===== src/rtl/lkrc_pkg.sv =====
// ----------------------------------------------------------------------------
// lkrc_pkg
// Shared widths, constants and arithmetic helpers for the Lehmer keystream
// rotation cipher: generator step mod 65537 and printable byte rotation.
// ----------------------------------------------------------------------------
package lkrc_pkg;

    localparam int unsigned SeedW  = 17;
    localparam int unsigned ByteW  = 8;
    localparam int unsigned KeyW   = 7;
    localparam int unsigned CfgIdxW = 1;
    localparam int unsigned CfgDataW = 17;

    localparam logic [SeedW-1:0] SeedReset = 17'd1;
    localparam logic [23:0]      Mult      = 24'd75;
    localparam logic [SeedW-1:0] Modulus   = 17'h10001;
    localparam logic [7:0]       Span      = 8'd96;
    localparam logic [6:0]       FirstPrint = 7'd32;

    typedef enum logic [CfgIdxW-1:0] {
        CFG_INITIAL_SEED = 1'b0,
        CFG_DECRYPT_MODE = 1'b1
    } t_cfg_idx;

    // seed * 75 mod 65537 by low-minus-high split
    function automatic logic [SeedW-1:0] advance_seed(input logic [SeedW-1:0] s);
        logic [23:0] p;
        logic [15:0] lo;
        logic [7:0]  hi;
        p  = {7'd0, s} * Mult;
        lo = p[15:0];
        hi = p[23:16];
        if (lo >= {8'd0, hi}) begin
            return {1'b0, lo} - {9'd0, hi};
        end else begin
            return {1'b0, lo} + Modulus - {9'd0, hi};
        end
    endfunction

    // r mod 96 as (r>>5 mod 3)*32 + r[4:0]
    function automatic logic [KeyW-1:0] key_of(input logic [SeedW-1:0] r);
        logic [4:0] dsum;
        logic [2:0] fold;
        logic [1:0] m3;
        dsum = {3'd0, r[6:5]} + {3'd0, r[8:7]} + {3'd0, r[10:9]}
             + {3'd0, r[12:11]} + {3'd0, r[14:13]} + {3'd0, r[16:15]};
        fold = {1'b0, dsum[1:0]} + {1'b0, dsum[3:2]} + {2'd0, dsum[4]};
        if (fold >= 3'd6) begin
            fold = fold - 3'd6;
        end else if (fold >= 3'd3) begin
            fold = fold - 3'd3;
        end
        m3 = fold[1:0];
        return {m3, r[4:0]};
    endfunction

    // rotate 32..127 by k, pass everything else
    function automatic logic [ByteW-1:0] rotate_byte(
        input logic [ByteW-1:0] b,
        input logic [KeyW-1:0]  k,
        input logic             backward
    );
        logic [6:0] off;
        logic [7:0] t;
        logic [6:0] res;
        off = b[6:0] - FirstPrint;
        if (backward) begin
            t = {1'b0, off} + Span - {1'b0, k};
        end else begin
            t = {1'b0, off} + {1'b0, k};
        end
        if (t >= Span) begin
            t = t - Span;
        end
        res = t[6:0] + FirstPrint;
        if (b[7] || (b[6:5] == 2'b00)) begin
            return b;
        end else begin
            return {1'b0, res};
        end
    endfunction

endpackage


===== src/rtl/lehmer_keystream_rotation_cipher.sv =====
// ----------------------------------------------------------------------------
// lehmer_keystream_rotation_cipher
// Byte stream cipher: a Lehmer generator mod 65537 steps on each accepted byte
// bar a config write; its value mod 96 rotates printable bytes forward or back.
// ----------------------------------------------------------------------------
// pipeline: an accepted item is registered in the input stage and then in the
// result stage
// throughput: one item per cycle while not stalled by i_stall; the generator
// step is the only loop, closed through a constant multiply and subtract
// reset (synchronous, active low): seed 1, encrypt mode, pipeline empty
// ----------------------------------------------------------------------------
module lehmer_keystream_rotation_cipher (
    input  logic                                i_clk,
    input  logic                                i_rst_n,
    input  logic                                i_valid,
    output logic                                o_stall,
    input  logic [lkrc_pkg::ByteW-1:0]          i_byte_in,
    output logic                                o_valid,
    input  logic                                i_stall,
    output logic [lkrc_pkg::ByteW-1:0]          o_byte_out,
    input  logic                                i_cfg_we,
    input  logic [lkrc_pkg::CfgIdxW-1:0]        i_cfg_idx,
    input  logic [lkrc_pkg::CfgDataW-1:0]       i_cfg_data
);

    logic [lkrc_pkg::SeedW-1:0] r_seed;
    logic [lkrc_pkg::SeedW-1:0] n_seed;
    logic                       r_decrypt;

    logic                       r_mid_vld;
    logic [lkrc_pkg::ByteW-1:0] r_mid_byte;
    logic [lkrc_pkg::SeedW-1:0] r_mid_seed;

    logic                       r_out_vld;
    logic [lkrc_pkg::ByteW-1:0] r_out_byte;

    logic out_adv;
    logic mid_adv;
    logic in_acc;

    assign out_adv = !r_out_vld || !i_stall;
    assign mid_adv = !r_mid_vld || out_adv;
    assign o_stall = !mid_adv;
    assign in_acc  = i_valid && mid_adv;
    assign n_seed  = lkrc_pkg::advance_seed(r_seed);

    assign o_valid    = r_out_vld;
    assign o_byte_out = r_out_byte;

    // generator and configuration
    always_ff @(posedge i_clk) begin
        if (!i_rst_n) begin
            r_seed    <= lkrc_pkg::SeedReset;
            r_decrypt <= 1'b0;
        end else if (i_cfg_we) begin
            unique case (lkrc_pkg::t_cfg_idx'(i_cfg_idx))
                lkrc_pkg::CFG_INITIAL_SEED: r_seed    <= i_cfg_data;
                lkrc_pkg::CFG_DECRYPT_MODE: r_decrypt <= i_cfg_data[0];
                default: ;
            endcase
        end else if (in_acc) begin
            r_seed <= n_seed;
        end
    end

    // input stage
    always_ff @(posedge i_clk) begin
        if (!i_rst_n) begin
            r_mid_vld <= 1'b0;
        end else if (mid_adv) begin
            r_mid_vld <= i_valid;
        end
    end

    always_ff @(posedge i_clk) begin
        if (in_acc) begin
            r_mid_byte <= i_byte_in;
            r_mid_seed <= n_seed;
        end
    end

    // result stage
    always_ff @(posedge i_clk) begin
        if (!i_rst_n) begin
            r_out_vld <= 1'b0;
        end else if (out_adv) begin
            r_out_vld <= r_mid_vld;
        end
    end

    always_ff @(posedge i_clk) begin
        if (out_adv && r_mid_vld) begin
            r_out_byte <= lkrc_pkg::rotate_byte(r_mid_byte,
                                                lkrc_pkg::key_of(r_mid_seed),
                                                r_decrypt);
        end
    end

endmodule

===== config.mk =====
export PLATFORM = sky130hd
export DESIGN_NAME = lehmer_keystream_rotation_cipher
export DESIGN_NICKNAME = d
export VERILOG_FILES = /design/src/rtl/lkrc_pkg.sv /design/src/rtl/lehmer_keystream_rotation_cipher.sv
export SDC_FILE = /design/constraint.sdc
export NUM_CORES = 1
export LEC_CHECK = 0
export ABC_AREA = 1
export BUFFER_PORTS_ARGS = -buffer_cell sky130_fd_sc_hd__buf_2
export CORE_MARGIN = 2
export CORE_UTILIZATION = 64
export CTS_CLUSTER_DIAMETER = 40
export CTS_CLUSTER_SIZE = 25
export DETAILED_ROUTE_END_ITERATION = 8
export PLACE_DENSITY = 0.93
export SLEW_MARGIN = 0
export SYNTH_ARGS = -nofsm -noshare
export SYNTH_HDL_FRONTEND = slang
export SYNTH_SLANG_ARGS = --single-unit

===== constraint.sdc =====
create_clock -name i_clk -period 7.25 [get_ports i_clk]
set_input_delay 1.45 -clock i_clk [delete_from_list [all_inputs] [get_ports i_clk]]
set_output_delay 1.45 -clock i_clk [all_outputs]
set_load 0.02 [all_outputs]

==> metrics.md <==
| Metric | Value |
|---|---|
| Status | finished, final reports clean |
| # fillers | between 800 and 900 |
| Final Slew Violations | 0 |
| CP Class | flip-flop to flip-flop |
| Synthesized net count | 1227 |
| Cell repeated most along the worst path | inv_1 |
| Total GRT Usage | 29.7% |
| Fin. Hold Viols | 0 |
| Clk buf depth | 2 |
| Largest family of logic cells by synthesized area | adder cells |
| Slowest cell delay on critical path | roughly 0.55 ns |
| Post-route insts no fill | 1208 |
| CTS H-tree lvls | 2 |
| Ys async rst share | 0% |
| CTS tree | built |
| Fin worst setup slack | a little under 0.7 ns |
| Layout Skew | approximately 0.015 ns |
| Setup WS pre-CTS | around 0.88 ns |
| Vias in the first global route | between 6000 and 7000 |
| Tcrit/Tclk final | 90.5% |
| XOR/XNOR share of the synthesized area | 4.87% |
| First-pass DRT Iterations | 6 |
| Synthesized area | around 7500 µm² |
| Critical Path RT | 7.47 ns |
| Total Wirelength | 18.4 mm |
| Minimum clock period | between 6 and 7 ns |
| I/O Pins | 41 |
| DIE HEIGHT | 113 µm |
| Post-synthesis simple-gate area fraction | a little under a quarter |
| Max_cap viols | 0 |
| RSZ-0062 raised after global routing | false |
| Postcts setup bufs | 0 |
| Global placement routability congestion | 0.969 |
| Vias per std cell | about 5.6 |
| Cell total after placement | 1200 |
| Root Driver | clkbuf_16 |
| # diodes | 0 |
| WL/cell | ~15 µm |
| Delay-heaviest family, CP | adder cells |
| Yosys reg bits | 53 |
| Top cell type's share of synthesized area | 20.7% |
| Die area | between 10000 and 15000 µm² |
| First-pass GRT wire length | 30.4 mm |
| WHS Path Cells | 0 |
| Post-synthesis compound-gate area fraction | ~8.9% |
| EDFF count, synth | 33 |
| Largest area contributor in the netlist | ha_1 |
| Hold_sp | r_mid_byte[7]$_DFFE_PP_ |
| R2r startpoint | r_seed[8]$_SDFFE_PN0P_ |
| Die X | approximately 110 µm |
| TNS Setup | 0 ns |
| Hold-fix buffers, CTS | 0 |
| Core Area | between 10000 and 15000 µm² |
| Adder-Cell Fraction of Synth Area | approximately 32% |
| Vias | between 6000 and 7000 |
| Worst Max-Slew Pin Slew | 1.09 ns |
| Startpoint Class | flip-flop |
| Port Buffers | 40 |
| Register area share after synthesis | 18.4% |
| DR DRC count | 0 |
| Resize count post-CTS | 0 |
| Area growth, synth to finish | 6.13% |
| Post-synth top flop | edfxtp_1 |
| Mapped Cells | roughly 1000 |
| Post-Route Utilization | 69.8% |
| Main area contributors after synthesis | ha_1, edfxtp_1, nand2_1 |
| Clock-pin transition on the worst setup and hold timing paths | around 0.080 ns |
| Worst rel slew slack | ~28% |
| Largest net degree at the start of global routing | 35 |
| Reg2reg end | r_seed[10]$_SDFFE_PN0P_ |
| Drt initial violations | a little over 700 |
| Detail Route Antenna Nets | 0 |
| Crit-path slowest cell | fa_1 |
| YS warnings | 0 |
| Num Clock Sinks | 53 |
| Distinct cell type count of the synthesized netlist | 42 |
| WP data arrival | 6.79 ns |
| CP max FO | 5 |
| Initial antenna violation count | 0 |
| Worst reg2reg setup slack | approximately 0.7 ns |
| Setup crit end kind | flip-flop |
| Multiplexer share of the synthesized area | 0% |
| Skew-Pair Late Insertion Delay | 0.30 ns |
| Number of cell rows | 39 |
| CTS buffer count | 5 |
| Worst R2R Path Depth | 29 |
| Average size of a mapped cell | around 7.3 µm² |
| Worst path depth | 29 |
| Setup violators final | 0 |
| Initial Util | about two thirds |
| Setup crit start | r_seed[8]$_SDFFE_PN0P_ |
| # nets final | 1263 |
| Worst path bufs/invs | 5 |
| Worst Hold Class | flip-flop to flip-flop |
| Hold EP | o_byte_out[7]$_SDFFCE_PN0P_ |
| Global route overflow | 0 |
| DP Wirelength | between 15 and 20 mm |
| Fraction of layout cells with a size suffix above 1 | approximately 8.4% |
| Highest clock rate | roughly 150 MHz |
cell usage after synthesis, drive strengths merged (3+ instances only):
cell / count
buf: 3
o21ai: 28
a21oi: 66
nor3: 5
nand3: 63
fa: 43
clkinv: 3
a31oi: 5
dfxtp: 20
ha: 125
xor2: 29
clkbuf: 8
xnor2: 13
o211ai: 4
o21a: 3
a21boi: 3
inv: 217
edfxtp: 33
nor2: 75
nand4: 8
nand2: 263
metrics by stage:
stage | hold slack [ns] | cell area [µm²]
after floorplan | 0.457 | 7550
after global placement | 0.452 | 7860
after detailed placement | 0.471 | 7860
after CTS | 0.492 | 8010
after global routing | 0.513 | 8010
final | 0.486 | 8010
cell usage in the layout (no fill, tap or decap), types with 2 or more instances in the layout:
master | netlist | routed
xnor2_1 | 13 | 13
nor3_1 | 4 | 4
inv_2 | 2 | 2
clkinv_1 | 3 | 3
nand3_2 | 2 | 2
a31oi_1 | 5 | 5
nand2_1 | 245 | 245
dfxtp_1 | 20 | 20
nor2_2 | 3 | 3
o21a_1 | 3 | 3
xor2_1 | 29 | 29
edfxtp_1 | 33 | 33
o21bai_1 | 2 | 2
a21oi_1 | 55 | 55
nor2_1 | 71 | 71
a21oi_2 | 11 | 11
a221oi_1 | 2 | 2
o21ai_1 | 2 | 2
nand4_1 | 8 | 8
buf_2 | 1 | 40
ha_1 | 125 | 125
or2_2 | 2 | 2
inv_1 | 215 | 215
clkbuf_16 | 0 | 5
a21boi_1 | 2 | 2
nand3_1 | 60 | 60
o21ai_0 | 26 | 26
fa_1 | 43 | 43
nand2_2 | 15 | 15
nand2_4 | 3 | 3
o211ai_1 | 4 | 4
logic make-up (layout without fill, tap and decap cells):
family          Yosys count  after routing
buf+inv                 231            268
xor+xnor                 42             42
simple gates            418            418
fa+ha+maj               168            168
compound gates          116            116
flops                    53             53
worst reg2reg max path: cells and delay by family, from the launching register on:
| family | cells | cell delay [ns] |
|---|---|---|
| XOR/XNOR | 2 | 0.44 |
| adder cells (fa/ha/maj) | 7 | 2.63 |
| buffers and inverters | 5 | 0.43 |
| flip-flops | 1 | 0.50 |
| AO/OA/AOI/OAI | 8 | 1.67 |
| AND/OR/NAND/NOR | 7 | 0.83 |
area by class of cell:
| cell class | count | area, µm² | area share [%] |
|---|---|---|---|
| timing repair buffer | 40 | 200 | 2.50 |
| multi-input combinational | 744 | 5260 | 65.7 |
| tap | 143 | 179 | 2.23 |
| clock buffer | 5 | 125 | 1.56 |
| sequential | 53 | 1390 | 17.4 |
| inverter | 220 | 826 | 10.3 |
| clock inverter | 3 | 25.0 | 0.312 |
layer usage:
metal	GRT usage, %	share of wire (%)	vias up	wire length [µm]
li1	-	-	3306	-
met1	38.2	41	3101	7590
met2	50.7	47	308	8710
met3	3.19	6.9	64	1260
met4	13.2	4.4	0	804
met5	0	0	-	0
flip-flops by register name, indices dropped and copies added (netlist names):
name	count
r_decrypt	1
r_mid_vld	1
r_mid_byte	8
o_byte_out	8
r_mid_seed	17
r_seed	17
o_valid	1
worst max-delay path by stage:
| stage | endpoint |
|---|---|
| finish | r_seed[10]$_SDFFE_PN0P_ |
| global route | r_seed[10]$_SDFFE_PN0P_ |
| global placement | o_byte_out[6]$_DFFE_PP_ |
| detailed placement | r_seed[10]$_SDFFE_PN0P_ |
| floorplan | o_byte_out[6]$_DFFE_PP_ |
| CTS | r_seed[10]$_SDFFE_PN0P_ |
Power is not shown: default switching activity piles up to over one toggle a cycle in this logic, so the estimate is an artifact.
